`config.mk`:
```
export PLATFORM = sky130hd
export DESIGN_NAME = snep_put_request_receiver
export DESIGN_NICKNAME = d
export VERILOG_FILES = /design/src/rtl/snep_pkg.sv /design/src/rtl/snep_front.sv /design/src/rtl/snep_cmd_queue.sv /design/src/rtl/snep_back.sv /design/src/rtl/snep_put_request_receiver.sv
export VERILOG_INCLUDE_DIRS = /design/src /design/src/rtl
export SDC_FILE = /design/constraint.sdc
export NUM_CORES = 1
export LEC_CHECK = 0
export BUFFER_PORTS_ARGS = -buffer_cell sky130_fd_sc_hd__buf_2
export CAP_MARGIN = 25
export CORE_ASPECT_RATIO = 1.1
export CORE_UTILIZATION = 56
export DETAILED_ROUTE_END_ITERATION = 7
export PLACE_DENSITY = 0.73
export SYNTH_ARGS = -nofsm -noshare
export SYNTH_HDL_FRONTEND = slang
export SYNTH_SLANG_ARGS = --single-unit
```
`constraint.sdc`:
```
create_clock -name clk -period 8.2 [get_ports clk]
set_clock_uncertainty 0.2 [all_clocks]
set_input_delay 0.82 -clock clk [delete_from_list [all_inputs] [get_ports clk]]
set_output_delay 0.82 -clock clk [all_outputs]
set_load 0.05 [all_outputs]
```
`src/rtl/snep_put_request_receiver_assert.svh`:
```
// assertion macros shared by the receiver modules
// each one samples on clk and is off while rst_n is low
`ifndef SNEP_PUT_REQUEST_RECEIVER_ASSERT_SVH
`define SNEP_PUT_REQUEST_RECEIVER_ASSERT_SVH

// expression holds at every edge
`define SNEP_ASSERT_ALWAYS(label, expr) \
    label: assert property (@(posedge clk) disable iff (!rst_n) (expr)) \
        else $error("snep assertion failed");

// consequent holds in the same cycle as the antecedent
`define SNEP_ASSERT_IMPLIES(label, ante, cons) \
    label: assert property (@(posedge clk) disable iff (!rst_n) (ante) |-> (cons)) \
        else $error("snep assertion failed");

// consequent holds in the cycle after the antecedent
`define SNEP_ASSERT_NEXT(label, ante, cons) \
    label: assert property (@(posedge clk) disable iff (!rst_n) (ante) |=> (cons)) \
        else $error("snep assertion failed");

`endif

```
`src/rtl/snep_pkg.sv`:
```
package snep_pkg;

    localparam int MAX_FRAGMENT_BYTES = 4096;
    localparam int LEN_W = 12;
    // largest length the 12-bit field can carry after the fragment limit
    localparam int LEN_LIMIT_INT = (MAX_FRAGMENT_BYTES >= (1 << LEN_W) - 1)
                                   ? (1 << LEN_W) - 1 : MAX_FRAGMENT_BYTES;
    localparam logic [LEN_W-1:0] LEN_LIMIT = LEN_W'(LEN_LIMIT_INT);
    localparam logic [LEN_W-1:0] HEADER_BYTES = LEN_W'(6);
    localparam logic [LEN_W-1:0] HEADER_LAST = LEN_W'(5);

    localparam int CMD_DEPTH = 2;
    localparam int CMD_PTR_W = $clog2(CMD_DEPTH);
    localparam int CMD_CNT_W = $clog2(CMD_DEPTH + 1);

    localparam logic [3:0] SUPPORTED_MAJOR = 4'd1;
    localparam logic [7:0] REQ_GET = 8'h01;
    localparam logic [7:0] REQ_PUT = 8'h02;

    localparam logic [7:0] RSP_NONE = 8'h00;
    localparam logic [7:0] RSP_CONTINUE = 8'h80;
    localparam logic [7:0] RSP_BAD_REQUEST = 8'hC2;
    localparam logic [7:0] RSP_NOT_IMPL = 8'hE0;
    localparam logic [7:0] RSP_VERSION = 8'hE1;

    localparam logic [2:0] ERR_NONE = 3'd0;
    localparam logic [2:0] ERR_SHORT_HEADER = 3'd1;
    localparam logic [2:0] ERR_BAD_VERSION = 3'd2;
    localparam logic [2:0] ERR_GET_REFUSED = 3'd3;
    localparam logic [2:0] ERR_BAD_REQUEST = 3'd4;
    localparam logic [2:0] ERR_OVERFLOW = 3'd5;

    typedef struct packed {
        logic             func;
        logic [7:0]       data_byte;
        logic             fragment_first;
        logic [LEN_W-1:0] fragment_length;
    } request_t;

    typedef struct packed {
        logic       payload_valid;
        logic [7:0] payload_byte;
        logic       message_complete;
        logic       response_valid;
        logic [7:0] response_code;
        logic       disconnect;
        logic [2:0] error_kind;
    } result_t;

    // classified request handed from front to back
    typedef struct packed {
        logic             new_conn;
        logic [7:0]       data_byte;
        logic             first;
        logic [LEN_W-1:0] len;
        logic [LEN_W-1:0] len_minus_hdr;
        logic             len_short;
        logic             len_is_hdr;
    } cmd_t;

endpackage

```
`src/rtl/snep_front.sv`:
```
module snep_front (
    input  snep_pkg::request_t request,
    output snep_pkg::cmd_t     cmd
);

    logic [snep_pkg::LEN_W-1:0] len_clamped;

    always_comb
    begin
        // lengths above the fragment limit count as the limit
        len_clamped = (request.fragment_length > snep_pkg::LEN_LIMIT)
                      ? snep_pkg::LEN_LIMIT : request.fragment_length;
        cmd.new_conn      = ~request.func;
        cmd.data_byte     = request.data_byte;
        cmd.first         = request.fragment_first;
        cmd.len           = len_clamped;
        cmd.len_minus_hdr = len_clamped - snep_pkg::HEADER_BYTES;
        cmd.len_short     = len_clamped < snep_pkg::HEADER_BYTES;
        cmd.len_is_hdr    = len_clamped == snep_pkg::HEADER_BYTES;
    end

endmodule

```
`src/rtl/snep_cmd_queue.sv`:
```
module snep_cmd_queue (
    input  logic            clk,
    input  logic            rst_n,
    input  logic            wr_en,
    input  snep_pkg::cmd_t  wr_data,
    output logic            full,
    input  logic            rd_en,
    output snep_pkg::cmd_t  rd_data,
    output logic            empty
);

    snep_pkg::cmd_t                 slot_reg [snep_pkg::CMD_DEPTH];
    logic [snep_pkg::CMD_PTR_W-1:0] wr_ptr_reg, wr_ptr_next;
    logic [snep_pkg::CMD_PTR_W-1:0] rd_ptr_reg, rd_ptr_next;
    logic [snep_pkg::CMD_CNT_W-1:0] cnt_reg, cnt_next;
    logic                           do_wr, do_rd;

    assign full    = cnt_reg == snep_pkg::CMD_CNT_W'(snep_pkg::CMD_DEPTH);
    assign empty   = cnt_reg == '0;
    assign rd_data = slot_reg[rd_ptr_reg];
    assign do_wr   = wr_en & ~full;
    assign do_rd   = rd_en & ~empty;

    // pointer wrap at any depth
    function automatic logic [snep_pkg::CMD_PTR_W-1:0] ptr_inc(
        input logic [snep_pkg::CMD_PTR_W-1:0] p
    );
        ptr_inc = (p == snep_pkg::CMD_PTR_W'(snep_pkg::CMD_DEPTH - 1)) ? '0 : p + 1'b1;
    endfunction

    always_comb
    begin
        wr_ptr_next = do_wr ? ptr_inc(wr_ptr_reg) : wr_ptr_reg;
        rd_ptr_next = do_rd ? ptr_inc(rd_ptr_reg) : rd_ptr_reg;
        cnt_next    = cnt_reg;
        if (do_wr && !do_rd)
        begin
            cnt_next = cnt_reg + 1'b1;
        end
        else if (do_rd && !do_wr)
        begin
            cnt_next = cnt_reg - 1'b1;
        end
    end

    always_ff @(posedge clk or negedge rst_n)
    begin
        if (!rst_n)
        begin
            wr_ptr_reg <= '0;
            rd_ptr_reg <= '0;
            cnt_reg    <= '0;
        end
        else
        begin
            wr_ptr_reg <= wr_ptr_next;
            rd_ptr_reg <= rd_ptr_next;
            cnt_reg    <= cnt_next;
        end
    end

    always_ff @(posedge clk)
    begin
        if (do_wr)
        begin
            slot_reg[wr_ptr_reg] <= wr_data;
        end
    end

`include "snep_put_request_receiver_assert.svh"

    `SNEP_ASSERT_ALWAYS(a_cmd_cnt_bound, cnt_reg <= snep_pkg::CMD_CNT_W'(snep_pkg::CMD_DEPTH))
    `SNEP_ASSERT_IMPLIES(a_cmd_empty_ptrs, empty, wr_ptr_reg == rd_ptr_reg)
    `SNEP_ASSERT_NEXT(a_cmd_fill, do_wr && !do_rd, cnt_reg == $past(cnt_reg) + 1'b1)

endmodule

```
`src/rtl/snep_back.sv`:
```
module snep_back (
    input  logic              clk,
    input  logic              rst_n,
    input  snep_pkg::cmd_t    cmd,
    input  logic              cmd_empty,
    output logic              cmd_pop,
    output snep_pkg::result_t result,
    output logic              empty,
    input  logic              pop
);

    localparam logic [1:0] PH_HEADER  = 2'd0;
    localparam logic [1:0] PH_PAYLOAD = 2'd1;
    localparam logic [1:0] PH_CLOSED  = 2'd2;

    localparam logic [1:0] RES_DEPTH = 2'd2;

    logic [1:0]                 phase_reg, phase_next;
    logic [snep_pkg::LEN_W-1:0] frag_pos_reg, frag_pos_next;
    logic                       in_first_reg, in_first_next;
    logic [3:0]                 version_reg, version_next;
    logic [7:0]                 request_reg, request_next;
    logic [31:0]                declared_reg, declared_next;
    logic [31:0]                received_reg, received_next;

    snep_pkg::result_t          res_slot_reg [2];
    logic                       res_wr_ptr_reg, res_rd_ptr_reg;
    logic [1:0]                 res_cnt_reg, res_cnt_next;
    logic                       res_pop;

    snep_pkg::result_t          res;
    logic [snep_pkg::LEN_W-1:0] idx, idx_inc;
    logic                       in_range;
    logic [31:0]                decl_shift;
    logic                       overrun;
    logic                       in_first_eff;
    logic                       done;

    assign cmd_pop = ~cmd_empty & (res_cnt_reg != RES_DEPTH);
    assign empty   = res_cnt_reg == 2'd0;
    assign result  = res_slot_reg[res_rd_ptr_reg];
    assign res_pop = pop & ~empty;

    always_comb
    begin
        phase_next    = phase_reg;
        frag_pos_next = frag_pos_reg;
        in_first_next = in_first_reg;
        version_next  = version_reg;
        request_next  = request_reg;
        declared_next = declared_reg;
        received_next = received_reg;
        res           = '0;

        idx          = cmd.first ? '0 : frag_pos_reg;
        idx_inc      = idx + 1'b1;
        in_range     = idx < cmd.len;
        decl_shift   = {declared_reg[23:0], cmd.data_byte};
        overrun      = ({1'b0, received_reg} + 33'(cmd.len)) > {1'b0, declared_reg};
        in_first_eff = in_first_reg & ~cmd.first;
        // count after this byte reaches the declared length
        done         = (received_reg >= declared_reg) || (received_reg + 1'b1 == declared_reg);

        if (cmd.new_conn)
        begin
            phase_next    = PH_HEADER;
            frag_pos_next = '0;
            in_first_next = 1'b1;
            version_next  = '0;
            request_next  = '0;
            declared_next = '0;
            received_next = '0;
        end
        else
        begin
            unique case (phase_reg)
                PH_HEADER:
                begin
                    if (idx == '0 && cmd.len_short)
                    begin
                        res.disconnect = 1'b1;
                        res.error_kind = snep_pkg::ERR_SHORT_HEADER;
                        phase_next     = PH_CLOSED;
                    end
                    else if (in_range && idx <= snep_pkg::HEADER_LAST)
                    begin
                        frag_pos_next = idx_inc;
                        case (idx)
                            snep_pkg::LEN_W'(0):
                            begin
                                version_next  = cmd.data_byte[7:4];
                                declared_next = '0;
                            end
                            snep_pkg::LEN_W'(1):
                            begin
                                request_next = cmd.data_byte;
                            end
                            default:
                            begin
                                declared_next = decl_shift;
                            end
                        endcase
                        if (idx == snep_pkg::HEADER_LAST)
                        begin
                            if (version_reg != snep_pkg::SUPPORTED_MAJOR)
                            begin
                                res.response_valid = 1'b1;
                                res.response_code  = snep_pkg::RSP_VERSION;
                                res.disconnect     = 1'b1;
                                res.error_kind     = snep_pkg::ERR_BAD_VERSION;
                                phase_next         = PH_CLOSED;
                            end
                            else if (request_reg == snep_pkg::REQ_GET)
                            begin
                                res.response_valid = 1'b1;
                                res.response_code  = snep_pkg::RSP_NOT_IMPL;
                                res.disconnect     = 1'b1;
                                res.error_kind     = snep_pkg::ERR_GET_REFUSED;
                                phase_next         = PH_CLOSED;
                            end
                            else if (request_reg != snep_pkg::REQ_PUT)
                            begin
                                res.response_valid = 1'b1;
                                res.response_code  = snep_pkg::RSP_BAD_REQUEST;
                                res.disconnect     = 1'b1;
                                res.error_kind     = snep_pkg::ERR_BAD_REQUEST;
                                phase_next         = PH_CLOSED;
                            end
                            else if (32'(cmd.len_minus_hdr) > decl_shift)
                            begin
                                res.disconnect = 1'b1;
                                res.error_kind = snep_pkg::ERR_OVERFLOW;
                                phase_next     = PH_CLOSED;
                            end
                            else
                            begin
                                received_next = '0;
                                phase_next    = PH_PAYLOAD;
                                if (cmd.len_is_hdr)
                                begin
                                    if (decl_shift == '0)
                                    begin
                                        res.message_complete = 1'b1;
                                        res.disconnect       = 1'b1;
                                        phase_next           = PH_CLOSED;
                                    end
                                    else
                                    begin
                                        res.response_valid = 1'b1;
                                        res.response_code  = snep_pkg::RSP_CONTINUE;
                                        in_first_next      = 1'b0;
                                    end
                                end
                            end
                        end
                    end
                end
                PH_PAYLOAD:
                begin
                    if (cmd.first)
                    begin
                        in_first_next = 1'b0;
                    end
                    if (cmd.first && overrun)
                    begin
                        res.disconnect = 1'b1;
                        res.error_kind = snep_pkg::ERR_OVERFLOW;
                        phase_next     = PH_CLOSED;
                    end
                    else if (in_range)
                    begin
                        frag_pos_next     = idx_inc;
                        res.payload_valid = 1'b1;
                        res.payload_byte  = cmd.data_byte;
                        if (received_reg < declared_reg)
                        begin
                            received_next = received_reg + 1'b1;
                        end
                        if (done)
                        begin
                            res.message_complete = 1'b1;
                            res.disconnect       = 1'b1;
                            phase_next           = PH_CLOSED;
                        end
                        else if (in_first_eff && idx_inc == cmd.len)
                        begin
                            res.response_valid = 1'b1;
                            res.response_code  = snep_pkg::RSP_CONTINUE;
                            in_first_next      = 1'b0;
                        end
                    end
                end
                default:
                begin
                    // closed: bytes ignored until a new connection
                end
            endcase
        end
    end

    always_comb
    begin
        res_cnt_next = res_cnt_reg;
        if (cmd_pop && !res_pop)
        begin
            res_cnt_next = res_cnt_reg + 1'b1;
        end
        else if (res_pop && !cmd_pop)
        begin
            res_cnt_next = res_cnt_reg - 1'b1;
        end
    end

    always_ff @(posedge clk or negedge rst_n)
    begin
        if (!rst_n)
        begin
            phase_reg      <= PH_HEADER;
            frag_pos_reg   <= '0;
            in_first_reg   <= 1'b1;
            version_reg    <= '0;
            request_reg    <= '0;
            declared_reg   <= '0;
            received_reg   <= '0;
            res_wr_ptr_reg <= 1'b0;
            res_rd_ptr_reg <= 1'b0;
            res_cnt_reg    <= 2'd0;
        end
        else
        begin
            if (cmd_pop)
            begin
                phase_reg      <= phase_next;
                frag_pos_reg   <= frag_pos_next;
                in_first_reg   <= in_first_next;
                version_reg    <= version_next;
                request_reg    <= request_next;
                declared_reg   <= declared_next;
                received_reg   <= received_next;
                res_wr_ptr_reg <= ~res_wr_ptr_reg;
            end
            if (res_pop)
            begin
                res_rd_ptr_reg <= ~res_rd_ptr_reg;
            end
            res_cnt_reg <= res_cnt_next;
        end
    end

    always_ff @(posedge clk)
    begin
        if (cmd_pop)
        begin
            res_slot_reg[res_wr_ptr_reg] <= res;
        end
    end

`include "snep_put_request_receiver_assert.svh"

    `SNEP_ASSERT_ALWAYS(a_res_cnt_bound, res_cnt_reg <= RES_DEPTH)
    `SNEP_ASSERT_IMPLIES(a_complete_closes, cmd_pop && res.message_complete, res.disconnect)
    `SNEP_ASSERT_IMPLIES(a_continue_keeps_open, cmd_pop && res.response_code == snep_pkg::RSP_CONTINUE, !res.disconnect)
    `SNEP_ASSERT_NEXT(a_disconnect_closes, cmd_pop && res.disconnect, phase_reg == PH_CLOSED)

endmodule

```
`src/rtl/snep_put_request_receiver.sv`:
```
// channel   | handshake             | payload
// ----------+-----------------------+-------------------------------
// request   | push / full           | request (snep_pkg::request_t)
// result    | empty / pop           | result  (snep_pkg::result_t)
//
// one result per request, one request per cycle sustained while pop keeps the result queue from filling
// a taken request is registered in the request queue, then processed and registered in the result queue
// the back end's per-connection state update (one byte a cycle) sets the rate
// rst_n clears both queues and restarts in the awaiting-header phase
// a stalled result side fills a two-entry result queue and then the
// two-entry request queue, after which full rises
module snep_put_request_receiver (
    input  logic               clk,
    input  logic               rst_n,
    input  logic               push,
    output logic               full,
    input  snep_pkg::request_t request,
    output logic               empty,
    input  logic               pop,
    output snep_pkg::result_t  result
);

    // classified request from the front end
    snep_pkg::cmd_t front_cmd;
    // head of the request queue as seen by the back end
    snep_pkg::cmd_t back_cmd;
    logic           cmd_empty;
    logic           cmd_pop;

    // front: clamp the fragment length and precompute the length checks
    snep_front u_front (
        .request (request),
        .cmd     (front_cmd)
    );

    // short queue that decouples intake from execution
    snep_cmd_queue u_cmd_queue (
        .clk     (clk),
        .rst_n   (rst_n),
        .wr_en   (push),
        .wr_data (front_cmd),
        .full    (full),
        .rd_en   (cmd_pop),
        .rd_data (back_cmd),
        .empty   (cmd_empty)
    );

    // back: header parse, length tracking, responses, result queue
    snep_back u_back (
        .clk       (clk),
        .rst_n     (rst_n),
        .cmd       (back_cmd),
        .cmd_empty (cmd_empty),
        .cmd_pop   (cmd_pop),
        .result    (result),
        .empty     (empty),
        .pop       (pop)
    );

endmodule
```
; Word-level counts from Yosys, hierarchy flattened
; Memory sizes are Yosys's and may differ from the RTL's.
; Cells that the tools add are included.
[word_totals]
regBits = 99
latchBits = 0
ramBits = 118
romBits = 0
in_bits = 26
output_inout_bits = 25
word_cells = 207
mem_count = 2
[op_classes]
add_sub_neg = 10
n_mul = 0
div = 0
n_lt_le_gt_ge = 8
n_eq_ne = 29
shifts = 0
n_mux = 101
bitwise = 12
reduce_logical = 32
[mem_list]
columns = memory, words, width, rd, rd_clocked_by_memory_dff, write_ports, line_no
row1 = u_cmd_queue.slot_reg, 2, 36, 1, 0, 1, snep_cmd_queue.sv:12  ; snep_pkg::cmd_t slot_reg [snep_pkg::CMD_DEPTH];
row2 = u_back.res_slot_reg, 2, 23, 1, 0, 1, snep_back.sv:26  ; snep_pkg::result_t res_slot_reg [2];
[ops]
columns = cell, count
row1 = 32-bit 2-to-1 mux, 15
row2 = 32-bit one-hot mux with 2 select lines, 2
row3 = 12-bit 2-to-1 mux, 7
row4 = 8-bit 2-to-1 mux, 5
row5 = 13-bit 2-to-1 mux, 3
row6 = 9-bit 2-to-1 mux, 4
row7 = 2-bit 2-to-1 mux, 17
row8 = 32-bit by 12-bit adder with 33-bit output, 1
row9 = 33-bit by 32-bit > comparator with 1-bit output, 1
row10 = 32-bit by 1-bit adder with 32-bit output (second input constant), 1
row11 = 32-bit equality test, 1
row12 = 32-bit >= comparator, 1
row13 = 12-bit by 32-bit > comparator with 1-bit output, 1
row14 = 32-bit logical NOT, 1
row15 = 32-bit less-than comparator, 1
row16 = 1-bit 2-to-1 mux, 28
row17 = 14-bit 2-to-1 mux, 2
row18 = 14-bit one-hot mux with 2 select lines, 1
row19 = 12-bit by 3-bit equality test with 1-bit output (second input constant), 2
row20 = 4-bit 2-to-1 mux, 6
row21 = 3-bit inequality test (second input constant), 8
row22 = 12-bit one-hot mux with 2 select lines, 1
row23 = 23-bit 2-to-1 mux, 1
row24 = 10-bit 2-to-1 mux, 2
row25 = other kinds (38), 80

; Depth between registers and ports, before layout
; Gate-level depths: netlist (run 1).
; An unclocked memory read counts as a cell.
[depth]
depth_word = 13
ltp_mapped = 28

; Cells and area by module
; Synthesis (run 1) repeated with hierarchy kept, for this count alone.
[unflattened]
cells_unflattened = 1424
hier_area_um2 = 13943.4
[modules_own_cells]
columns = mod, n_inst, cells_each, area_each_um2, seq_area_each_um2
row1 = snep_back, 1, 1244, 10682.7, 3459.6
row2 = snep_cmd_queue, 1, 131, 2944.1, 2262.2
row3 = snep_front, 1, 49, 316.6, 0.0

; Worst setup path before layout (run 1)
; No wires, ideal clock.
[synth_path]
kind = reg-to-reg
startpoint = reg u_cmd_queue.rd_ptr_reg
endpoint = reg u_back.received_reg[25]
setup_ns = 0.116
arrival_time_ns = 6.150
slack_ns = 1.734
path_stages_with_launch = 26
n_path_buf = 5
path_cell_list = dfrtp_1 buf_2 buf_2 buf_1 buf_1 mux2i_1 inv_1 ha_1 fa_1 a211oi_1 o211ai_1 a221oi_2 or2_2 nor2_1 xor2_1 ha_1 a21o_1 a21o_1 nor4_1 o311ai_0 o21ai_0 nand3_1 nor2b_1 buf_2 nand3_1 o311ai_0
[synth_between]
elab_chain_len = 6
word_cells_on_any_way = 25
classes_between = add/sub: 1 / order compare: 4 / eq/ne: 11 / mux: 2 / reduce/logical: 6 / memory: 1
[synth_rtl]
columns = item, line_no
row1 = start: declaration, snep_cmd_queue.sv:14  ; logic [snep_pkg::CMD_PTR_W-1:0] rd_ptr_reg, rd_ptr_next;
row2 = start signal: assignment, snep_cmd_queue.sv:57  ; rd_ptr_reg <= rd_ptr_next;
row3 = memory read 2 x 36 bit *, -
row4 = 32-bit by 12-bit adder with 33-bit output or 12-bit 2-to-1 mux (tied branches), "snep_back.sv:59, snep_back.sv:55"
row5 = "33-bit by 32-bit > comparator with 1-bit output, or another cell as far along", snep_back.sv:59  ; overrun = ({1'b0, received_reg} + 33'(cmd.len)) > {1'b0, declared_reg};
row6 = 1-bit logical AND (on tied branches), "snep_back.sv:164, snep_back.sv:79, snep_back.sv:85"
row7 = 3-bit inequality test (no line) or 3-bit by 2-bit inequality test with 1-bit output (tied branches), -
row8 = 12-bit AND reduction (no line), -
row9 = end signal: assignment, snep_back.sv:239  ; received_reg <= received_next;
row10 = end: declaration, snep_back.sv:24  ; logic [31:0] received_reg, received_next;
; Every way passes the cells marked *; elsewhere a longest branch is shown, timed or not.
; A chain may end at the register's enable or synchronous reset.

; Final worst setup path (run 1)
[layout_path]
startpoint = reg u_cmd_queue.rd_ptr_reg
endpoint = reg u_back.frag_pos_reg[4] in the netlist's numbering
[layout_between]
elab_chain_len = 7
word_cells_on_any_way = 23
classes_between = add/sub: 2 / order compare: 3 / eq/ne: 4 / mux: 7 / reduce/logical: 6 / memory: 1
[layout_rtl]
columns = item, line_no
row1 = memory read 2 x 36 bit *, -
row2 = branches (longest 6 deep; another with 32-bit by 12-bit adder with 33-bit output), -
row3 = end signal: assignment, snep_back.sv:234  ; frag_pos_reg <= frag_pos_next;
row4 = end: declaration, snep_back.sv:19  ; logic [snep_pkg::LEN_W-1:0] frag_pos_reg, frag_pos_next;
; Every way passes the cells marked *. The select of a mux whose other input is x is not followed.

==> metrics, run 1 <==
outcome finished, violations left; failing checks negative hold slack; final setup vio count 0; Worst Setup End Kind flop; leak pwr 6.32 nW; Crit Path Category reg2reg; GP Congestion between 0.9 and 1; CP delay by family, top compound AO/OA/AOI/OAI gates; pin count of the biggest net entering global routing 74; Post-CTS Hold Fix Bufs 0; max incr delay on CP 0.65 ns; cell taking the most area after synthesis edfxtp_1; max reg flops 70; Crit path arrival time around 7.0 ns; peak supply drop 266 uV; largest family of logic cells by synthesized area simple AND/OR/NAND/NOR gates; period utilization 0.816; reg2reg path depth 21; H-Tree Depth 1; gr ovfl total 0; Netlist cell types 79; critical-path maximum fanout 24; sequential fraction of the synthesis area 0.416; sequential share of power 0.313; Mapped Area around 0.014 mm^2; RSZ-0062 raised after global routing false; CTS sink cnt 205; CTS root buf clkbuf_16; Min Hold Slack -0.0104 ns; dpl cells 1,674; layout cell share with drive strength beyond 1 0.127; ant diodes 0; I/O Pins between 50 and 60; Levels on crit path 21; Initial Util 0.572; antenna violations before repair 0; final hold viol count 2; global-route wire length before repair 56.8 mm; Via density around 6.2; vias approximately 11,000; max-slew violations 0; Clk pwr share 0.237; pwr dens roughly 330 mW/mm^2; CP Buf/Inv Count 1; Hold Crit Class in2async; Mapped Cells ~1,400; Synth Flop Type edfxtp_1; Least-Margin Pin Slew ~0.90 ns; drt first-iter violations 769; CTS tree done; average wire per standard cell around 21 um; # nets final 1,530; Fmax roughly 150 MHz; Internal 2.80 mW; synthesis-to-finish area growth 9.47%; DRC 0; post-DP HPWL 26.6 mm; vias in the first global route approximately 10,000; max cap viols 0; Worst-path clk slew roughly 0.07 ns; Synth Area in Adders 0.100; count leader, synth nand2_1; synth warn 0; CTS Buffer Depth 3; asr flop ratio synth 0.483; compound-gate portion of the synthesized area 0.140; DRT Wirelength around 36 mm; Placeable Area approximately 0.024 mm^2; Setup TNS 0 ns; syn_area_per_cell approximately 10 um^2; CTS resizes 0; Die H 165 um; ranking of synthesized cells by area edfxtp_1 (23%), dfrtp_1 (18%), ha_1 (9.8%), xnor2_1 (4.3%), nand2_1 (3.9%); switching part of the total 0.422; total track usage 0.299; Post-Layout Cell Count around 1,700; clock latency on the worst-skew pair approximately 0.54 ns; CP Data Required Time roughly 8.5 ns; top cell type's share of synthesized area 0.234; Max-slew headroom 0.380; Psw just over 2 mW; number of port buffers between 40 and 50; number of enable flip-flop cells after synthesis 106; CP max-delay cell or4_1; Die Wd 151 um; Post-DRT Antenna Nets 0; Setup Buffers After CTS 0; Gate power share 0.450; Die Area about 0.025 mm^2; Synth Register Bits 205; post-synthesis mux area share 0.0526; Post-synth top cells nand2_1 (142), ha_1 (107), edfxtp_1 (106); critical-path cell list mux2i_1 -> inv_1 -> ha_1 -> fa_1 -> a211oi_1 -> o211ai_1 -> a221oi_2 -> nor2_1 -> nand2_1 -> nor2_1 -> xor2_1 -> ha_1 -> a211oi_1 -> o21bai_1 -> nor4_1 -> o311ai_0 -> o21ai_0 -> a31oi_1 -> nand2b_1 -> or4_1 -> nand3_1; Post-Synth XOR/XNOR Area 0.0715; CP startpoint kind flop; row count between 50 and 60; crit path time final about 6.7 ns; Simple-Gate Fraction of Synth Area 0.170; CTS buffer count 24; TritonRoute pass-1 iters 6
[worst reg2reg max path, stage by stage, from the launching register on]
cell and delay [ns]:
dfrtp_2 0.61, mux2i_1 0.29, inv_1 0.11, ha_1 0.22, fa_1 0.42, a211oi_1 0.34, o211ai_1 0.21, a221oi_2 0.62
nor2_1 0.18, nand2_1 0.16, nor2_1 0.06, xor2_1 0.14, ha_1 0.30, a211oi_1 0.24, o21bai_1 0.13, nor4_1 0.27
o311ai_0 0.24, o21ai_0 0.41, a31oi_1 0.13, nand2b_1 0.57, or4_1 0.67, nand3_1 0.09
[metrics by stage]
stage / hold slack [ns] / power [mW] / setup WS, ns / utilization / cell area (um^2)
after floorplan: 0.249 / 3.08 / 1.73 / - / 13600
after global placement: 0.264 / 3.63 / 1.72 / 0.589 / 14000
after detailed placement: 0.268 / 3.68 / 1.58 / 0.589 / 14000
after CTS: 0.000883 / 4.85 / 1.56 / 0.625 / 14900
after global routing: 0.0199 / 5.11 / 1.02 / 0.626 / 14900
final: -0.0104 / 4.84 / 1.51 / 0.626 / 14900
[kinds of logic (layout without fill, tap and decap cells)]
| logic type | Yosys count | count (layout) |
|---|---|---|
| fa+ha+maj | 108 | 108 |
| compound gates | 281 | 281 |
| other cells | 1 | 3 |
| xor+xnor | 111 | 111 |
| mux | 66 | 66 |
| flops | 205 | 205 |
| buf+inv | 157 | 188 |
| simple gates | 452 | 452 |
[power groups by stage]
| stage | Sequential [mW] | Clock [mW] | Combinational [mW] |
|---|---|---|---|
| 2_1_floorplan | 1.46 | 0 | 1.62 |
| 3_3_place_gp | 1.52 | 0 | 2.11 |
| 3_5_place_dp | 1.53 | 0 | 2.14 |
| 4_1_cts | 1.52 | 1.16 | 2.17 |
| 5_1_grt | 1.54 | 1.20 | 2.37 |
| 6_report | 1.52 | 1.15 | 2.18 |
[path summary, 6_finish.rpt]
kind                                   startpoint                       to  slack, ns
setup / recovery           u_cmd_queue.rd_ptr_reg   u_back.frag_pos_reg[4]       1.51
hold / removal                              rst_n  u_back.received_reg[10]      -0.01
setup reg to reg           u_cmd_queue.rd_ptr_reg   u_back.frag_pos_reg[4]       1.51
hold reg to reg             u_back.request_reg[3]    u_back.request_reg[3]       0.28
max in group asynchronous                   rst_n      u_back.in_first_reg       6.88
min in group clk            u_back.request_reg[3]    u_back.request_reg[3]       0.28
[metal layers]
metal	track usage	wire length [um]	up-vias
li1	-	-	5091
met1	0.375	14800	5122
met2	0.514	17700	390
met3	0.0409	2180	99
met4	0.126	1510	0
met5	0	0	-
[cell usage in the layout (no fill, tap or decap), types with 44 or more instances in the layout]
cell / n
buf_2: 46
nor2_1: 85
a21oi_1: 56
o31ai_1: 51
xor2_1: 44
nand2_1: 142
o21ai_0: 63
ha_1: 107
xnor2_1: 67
edfxtp_1: 106
dfrtp_1: 97
inv_1: 76
[final cells by class]
type,instances,area [um^2]
clock inverter,13,186
inverter,76,285
multi-input combinational,1021,7280
tap,305,382
sequential,205,5660
fill,1989,8890
timing repair buffer,68,415
clock buffer,31,668
Power figures use the tool's default switching activity.
==> inputs of run 2 (changes only) <==
ABC_AREA = 1   (was default)
clock period = 6.2 ns   (was 8.2 ns; I/O delays follow)
==> run 2 against run 1 <==
  * The flow now finishes without violations
  * Combinational power is 41% higher
  * Register-to-register slack got worse by 1.0 ns
  * Utilization up 0.12 points
  * Highest routed layer unchanged
==> metrics, run 2 <==
outcome finished clean (was finished, violations left); Die H 168 um (was 165 um); crit path time final 5.70 ns (was 6.69 ns); CTS tree done (unchanged); Worst R2R Start u_cmd_queue.rd_ptr_reg (unchanged); Post-DRT Antenna Nets 0 (unchanged); ranking of synthesized cells by area edfxtp_1 (23%), dfrtp_1 (17%), nand2_1 (15%), ha_1 (9.5%), inv_1 (5.1%) (was edfxtp_1 (23%), dfrtp_1 (18%), ha_1 (9.8%), xnor2_1 (4.3%), nand2_1 (3.9%)); CTS sink cnt 205 (unchanged); final hold viol count 0 (was 2); cell taking the most area after synthesis edfxtp_1 (unchanged); Hold Path Origin request[15]; Min Hold Slack 0.0697 ns (was -0.0104 ns); Netlist cell types 58 (was 79); Synth Area in Adders 0.0965 (was 0.100); Max-slew headroom 0.334 (was 0.380); Initial Util 0.573 (was 0.572); gr ovfl total 0 (unchanged); CP most frequent cell nand2_1; vias in the first global route 11,800 (was 10,400); asr flop ratio synth 0.483 (unchanged); critical-path maximum fanout 32 (was 24); synth warn 0 (unchanged); dpl cell area 0.0146 mm^2 (was 0.0140 mm^2); setup ws final 0.502 ns (was 1.51 ns); Least-Margin Pin Slew 0.997 ns (was 0.903 ns); max reg flops 70 (unchanged); vias 12,200 (was 10,700); ant diodes 0 (unchanged); GP Congestion 1.04 (was 0.976); pin count of the biggest net entering global routing 55 (was 74); period utilization 0.919 (was 0.816); post-DP HPWL 28.8 mm (was 26.6 mm); sequential fraction of the synthesis area 0.402 (was 0.416); Via density 5.61 (was 6.23); max-slew violations 0 (unchanged); clock latency on the worst-skew pair 0.54 ns (about the same); CP max-delay cell dfrtp_2 (was or4_1); I/O Pins 51 (unchanged); layout cell share with drive strength beyond 1 0.114 (was 0.127); average wire per standard cell 17.6 um (was 21.0 um); synthesis-to-finish area growth 9.41% (was 9.47%); Place WS 0.171 ns (was 1.58 ns); largest family of logic cells by synthesized area simple AND/OR/NAND/NOR gates (unchanged); antenna violations before repair 0 (unchanged); CTS root buf clkbuf_16 (unchanged); FF-to-FF End u_back.received_reg[27] (was u_back.frag_pos_reg[4]); H-Tree Depth 1 (unchanged); Post-synth top cells nand2_1 (549), inv_1 (191), nor2_1 (163) (was nand2_1 (142), ha_1 (107), edfxtp_1 (106)); most frequent cells in the layout nand2_1 (548), inv_1 (190), nor2_1 (160), nand3_1 (137), ha_1 (107) (was nand2_1 (142), ha_1 (107), edfxtp_1 (106), dfrtp_1 (97), nor2_1 (85)); final core occ 0.627 (was 0.626); max cap viols 0 (unchanged); Hold Path Depth 1; Worst Setup End Kind flop (unchanged); r2r setup slk 0.50 ns (was 1.51 ns); row count 60 (was 59); number of enable flip-flop cells after synthesis 106 (unchanged); CTS buffer count 23 (was 24); Die Wd 153 um (was 151 um); commonest non-fill, non-tap cell in the layout nand2_1 (unchanged); Fmax 176 MHz (was 150 MHz); fill count 2,134 (was 1,989); final setup vio count 0 (unchanged); TritonRoute pass-1 iters 5 (was 6); Crit Path Category reg2reg (unchanged); Crit path arrival time 5.94 ns (was 6.96 ns); number of port buffers 47 (unchanged); post-synthesis mux area share 0.00356 (was 0.0526); DRC 0 (unchanged); design area 0.0154 mm^2 (was 0.0149 mm^2); # nets final 1,981 (was 1,530); Simple-Gate Fraction of Synth Area 0.297 (was 0.170); top cell type's share of synthesized area 0.226 (was 0.234); total track usage 0.299 (about the same); Synth Flop Type edfxtp_1 (unchanged); CP delay by family, top simple AND/OR/NAND/NOR gates (was compound AO/OA/AOI/OAI gates); max incr delay on CP 0.45 ns (was 0.65 ns); Hold Crit Class in2reg (was in2async); global-route wire length before repair 60.5 mm (was 56.8 mm); syn_area_per_cell 7.83 um^2 (was 9.84 um^2); reg2reg path depth 32 (was 21); pwr dens 411 mW/mm^2 (was 325 mW/mm^2); drt first-iter violations 845 (was 769); DRT Wirelength 38.2 mm (was 36.1 mm); count leader, synth nand2_1 (unchanged); Mapped Area 0.0141 mm^2 (was 0.0136 mm^2); Post-Synth XOR/XNOR Area 0.0296 (was 0.0715); Worst-path clk slew 0.06 ns (was 0.07 ns); leak pwr 7.13 nW (was 6.32 nW); hold path endpoint u_cmd_queue.slot_reg[1][29]; Mapped Cells 1,798 (was 1,381); CP Buf/Inv Count 5 (was 1); CTS Buffer Depth 3 (unchanged); CP startpoint kind flop (unchanged); Placeable Area 0.0245 mm^2 (was 0.0238 mm^2); peak supply drop 410 uV (was 266 uV); Die Area 0.0258 mm^2 (was 0.0249 mm^2); compound-gate portion of the synthesized area 0.0956 (was 0.140); Setup TNS 0 ns (unchanged); CP Data Required Time 6.44 ns (was 8.47 ns); Synth Register Bits 205 (unchanged)
-- run 2: cell types whose count changed after synthesis, moves of 12 or more --
cell	previous run	this run
nand2_1	142	549
inv_1	76	191
nand3_1	42	137
nor2_1	86	163
xnor2_1	67	5
o31ai_1	51	0
mux2_2	43	0
o21ai_1	0	42
o21ai_2	0	42
buf_2	30	9
a21o_1	20	1
mux2i_1	23	5
o21ai_0	63	45
nor2b_1	12	0
-- run 2: where the power goes --
group / switching (mW) / internal [mW]
logic: 2.20 / 0.864
clock network: 0.573 / 0.749
registers: 0.144 / 1.80
-- run 2: metal layers --
metal / GRT usage / up-vias / wire length, um
li1: - / 6027 / -
met3: 0.0381 / 132 / 1730
met2: 0.543 / 375 / 19100
met1: 0.339 / 5655 / 14900
met4: 0.173 / 0 / 2530
met5: 0 / - / 0
-- run 2: stage by stage --
stage / instances / power, mW
floorplan: 1800 / 4.21
global placement: 2123 / 4.84
detailed placement: 2123 / 4.91
CTS: 2166 / 6.24
global route: 2174 / 6.75
finish: 2174 / 6.33
-- run 2: kinds of logic after synthesis --
group / Yosys count
AO/OA/AOI/OAI: 218
XOR/XNOR: 46
adder cells (fa/ha/maj): 108
buffers and inverters: 251
flip-flops: 205
multiplexers: 5
other: 1
AND/OR/NAND/NOR: 964
-- run 2: layout make-up --
cell class | instances | area (um^2) | share of cell area
flip-flops and latches | 205 | 5660 | 0.368
multi-input cells | 1345 | 7430 | 0.483
repair inverters | 1 | 5.00 | 0.000325
clock inverters | 9 | 91.3 | 0.00593
well taps | 310 | 388 | 0.0252
inverters | 202 | 769 | 0.0500
clock buffers | 33 | 623 | 0.0405
repair buffers | 69 | 428 | 0.0278
-- run 2: repair_timing --
action | in CTS | in global routing
setup buffers | 0 | 6
hold endpoints to repair | 44 | 0
setup endpoints to repair | 0 | 60
hold buffers | 1 | 0
gates resized for setup | 0 | 13
-- run 2: worst max-delay path by stage --
stage / start / end / slack, ns / cells past startpoint
CTS: u_cmd_queue.rd_ptr_reg / u_back.received_reg[27] / 0.10 / 33
global route: u_cmd_queue.rd_ptr_reg / u_back.received_reg[31] / -0.003 / 34
finish: u_cmd_queue.rd_ptr_reg / u_back.received_reg[27] / 0.50 / 32
floorplan: u_cmd_queue.rd_ptr_reg / u_back.received_reg[0] / 1.33 / 36
detailed placement: u_cmd_queue.rd_ptr_reg / u_back.received_reg[26] / 0.17 / 33
global placement: u_cmd_queue.rd_ptr_reg / u_back.received_reg[25] / 0.30 / 33
==> inputs of run 3 (changes only) <==
RECOVER_POWER = 25   (was default)
clock period = 5.9 ns   (was 6.2 ns; I/O delays follow)
==> run 3 against run 2 <==
  * The run now ends with max-capacitance violations, max-slew violations left
  * First-iteration DRC count up 6.4%
  * Global-route usage grew 0.23 points
  * Sequential share of layout area is 0.12 points higher
  * Critical path type unchanged
  * Critical endpoint is now u_back.received_reg[31]
==> metrics, run 3 (synthesis gave the netlist of run 2 again) <==
DRC 0 (unchanged); Clk pwr share 0.219 (was 0.209); H-Tree Depth 1 (unchanged); Crit path arrival time 5.72 ns (was 5.94 ns); leak pwr 7.09 nW (was 7.13 nW); max reg flops 70 (unchanged); row count 60 (unchanged); final hold viol count 0 (unchanged); average wire per standard cell 17.6 um (about the same); Internal 3.60 mW (was 3.41 mW); layout cell share with drive strength beyond 1 0.108 (was 0.114); CTS root buf clkbuf_16 (unchanged); Worst R2R Start u_cmd_queue.rd_ptr_reg (unchanged); TritonRoute pass-1 iters 6 (was 5); Least-Margin Pin Slew 2.40 ns (was 0.997 ns); I/O Pins 51 (unchanged); DR top layer met4 (unchanged); final setup vio count 0 (unchanged); synthesis-to-finish area growth 9.06% (was 9.41%); Hold Path Origin request[17] (was request[15]); CP most frequent cell nand2_1 (unchanged); DRT Wirelength 38.2 mm (about the same); clock latency on the worst-skew pair 0.54 ns (about the same); vias 12,200 (about the same); CTS buffer count 23 (unchanged); total track usage 0.302 (was 0.299); CP max-delay cell dfrtp_2 (unchanged); Die Area 0.0258 mm^2 (unchanged); Hold Path Depth 1 (unchanged); sequential share of power 0.306 (was 0.307); dpl cells 2,124 (was 2,123); Setup TNS 0 ns (unchanged); Psw 3.07 mW (was 2.92 mW); hold path endpoint u_cmd_queue.slot_reg[0][31] (was u_cmd_queue.slot_reg[1][29]); Via density 5.61 (about the same); Worst Setup End Kind flop (unchanged); vias in the first global route 11,800 (about the same); max incr delay on CP 0.43 ns (was 0.45 ns); failing checks max-capacitance violations, max-slew violations; CP Data Required Time 6.16 ns (was 6.44 ns); gr ovfl total 0 (unchanged); post-DP HPWL 29.1 mm (was 28.8 mm); global-route wire length before repair 61.1 mm (was 60.5 mm); design area 0.0153 mm^2 (was 0.0154 mm^2); drt first-iter violations 899 (was 845); pwr dens 435 mW/mm^2 (was 411 mW/mm^2); WL met1 15.2 mm (was 14.9 mm); dpl cell area 0.0146 mm^2 (about the same); Max-slew headroom -0.601 (was 0.334); final core occ 0.625 (was 0.627); Initial Util 0.573 (unchanged); critical-path maximum fanout 18 (was 32); RSZ-0062 raised after global routing false; Met3 Routed Length 1.79 mm (was 1.73 mm); CP startpoint kind flop (unchanged); WL met2 19.1 mm (about the same); outcome finished, violations left (was finished clean); pin count of the biggest net entering global routing 60 (was 55); Hold Crit Class in2reg (unchanged); FF-to-FF End u_back.received_reg[31] (was u_back.received_reg[27]); max cap viols 1 (was 0); peak supply drop 339 uV (was 410 uV); Gate power share 0.475 (was 0.484); period utilization 0.927 (was 0.919); CTS Buffer Depth 3 (unchanged); ant diodes 0 (unchanged); crit path time final 5.47 ns (was 5.70 ns); Die Wd 153 um (unchanged); switching part of the total 0.460 (was 0.461); Post-Layout Cell Count 2,167 (was 2,174); Crit Path Category reg2reg (unchanged); CTS tree done (unchanged); GP Congestion 1.02 (was 1.04); max-slew violations 42 (was 0); # nets final 1,974 (was 1,981); Placeable Area 0.0245 mm^2 (unchanged); Die H 168 um (unchanged); reg2reg path depth 32 (unchanged); Setup Buffers After CTS 0 (unchanged); commonest non-fill, non-tap cell in the layout nand2_1 (unchanged); Post-DRT Antenna Nets 0 (unchanged); antenna violations before repair 0 (unchanged); number of port buffers 47 (unchanged); r2r setup slk 0.43 ns (was 0.50 ns); most frequent cells in the layout nand2_1 (548), inv_1 (190), nor2_1 (159), nand3_1 (137), ha_1 (107) (was nand2_1 (548), inv_1 (190), nor2_1 (160), nand3_1 (137), ha_1 (107)); Worst-path clk slew 0.06 ns (about the same); CTS sink cnt 205 (unchanged); Fmax 183 MHz (was 176 MHz)
## run 3: cell types whose count changed in the layout (fill, tap and decap cells not counted), sizes merged, moves of 3 or more
cell      delta
buf         -18
clkbuf       +6
clkinv       +4
inv          +4
clkinvlp     -3
## run 3: critical path: cells and delay by family, from the launching register on
kind	cells	cell delay, ns
AND/OR/NAND/NOR	16	1.89
AO/OA/AOI/OAI	9	1.39
buffers and inverters	4	0.69
adder cells (fa/ha/maj)	2	0.65
flip-flops	1	0.43
XOR/XNOR	1	0.17
## run 3: area by class of cell
cell class / count / area, um^2
fillers: 2176 / 9200
multi-input cells: 1344 / 7410
flip-flops and latches: 205 / 5660
inverters: 202 / 766
clock buffers: 26 / 597
well taps: 310 / 388
repair buffers: 64 / 360
clock inverters: 16 / 166
## run 3: timing repair
action	in CTS	in global routing
hold buffers	1	0
setup endpoints to repair	1	68
endpoints found under the hold margin	39	0
gates resized for setup	1	13
## run 3: power by group through the flow
stage / Clock, mW / Sequential (mW) / Combinational, mW
3_3_place_gp: 0 / 2.06 / 3.05
2_1_floorplan: 0 / 2.01 / 2.41
6_report: 1.46 / 2.04 / 3.17
3_5_place_dp: 0 / 2.07 / 3.12
5_1_grt: 1.53 / 2.08 / 3.52
4_1_cts: 1.48 / 2.04 / 3.14
## run 3: metrics by stage
step | worst slack (ns) | power, mW | hold slack [ns]
5_1_grt | 0.0130 | 7.14 | 0.0268
3_5_place_dp | 0.0385 | 5.18 | 0.279
6_report | 0.433 | 6.67 | 0.0414
2_1_floorplan | 1.03 | 4.42 | 0.0944
3_3_place_gp | 0.272 | 5.10 | 0.274
4_1_cts | 0.0308 | 6.66 | 0.0285
## run 3: worst max path at each step
| stage | from | endpoint | cells past startpoint |
|---|---|---|---|
| 2_1_floorplan | u_cmd_queue.rd_ptr_reg | u_back.received_reg[0] | 36 |
| 3_3_place_gp | u_cmd_queue.rd_ptr_reg | u_back.frag_pos_reg[9] | 33 |
| 3_5_place_dp | u_cmd_queue.rd_ptr_reg | u_back.frag_pos_reg[9] | 33 |
| 4_1_cts | u_cmd_queue.rd_ptr_reg | u_back.received_reg[10] | 30 |
| 5_1_grt | u_cmd_queue.rd_ptr_reg | u_back.received_reg[31] | 32 |
| 6_report | u_cmd_queue.rd_ptr_reg | u_back.received_reg[31] | 32 |
## run 3: metal layers
layer  global-route usage  up-vias
li1                     -     6017
met1                0.350     5669
met2                0.542      362
met3               0.0360      105
met4                0.166        0
met5                    0        -
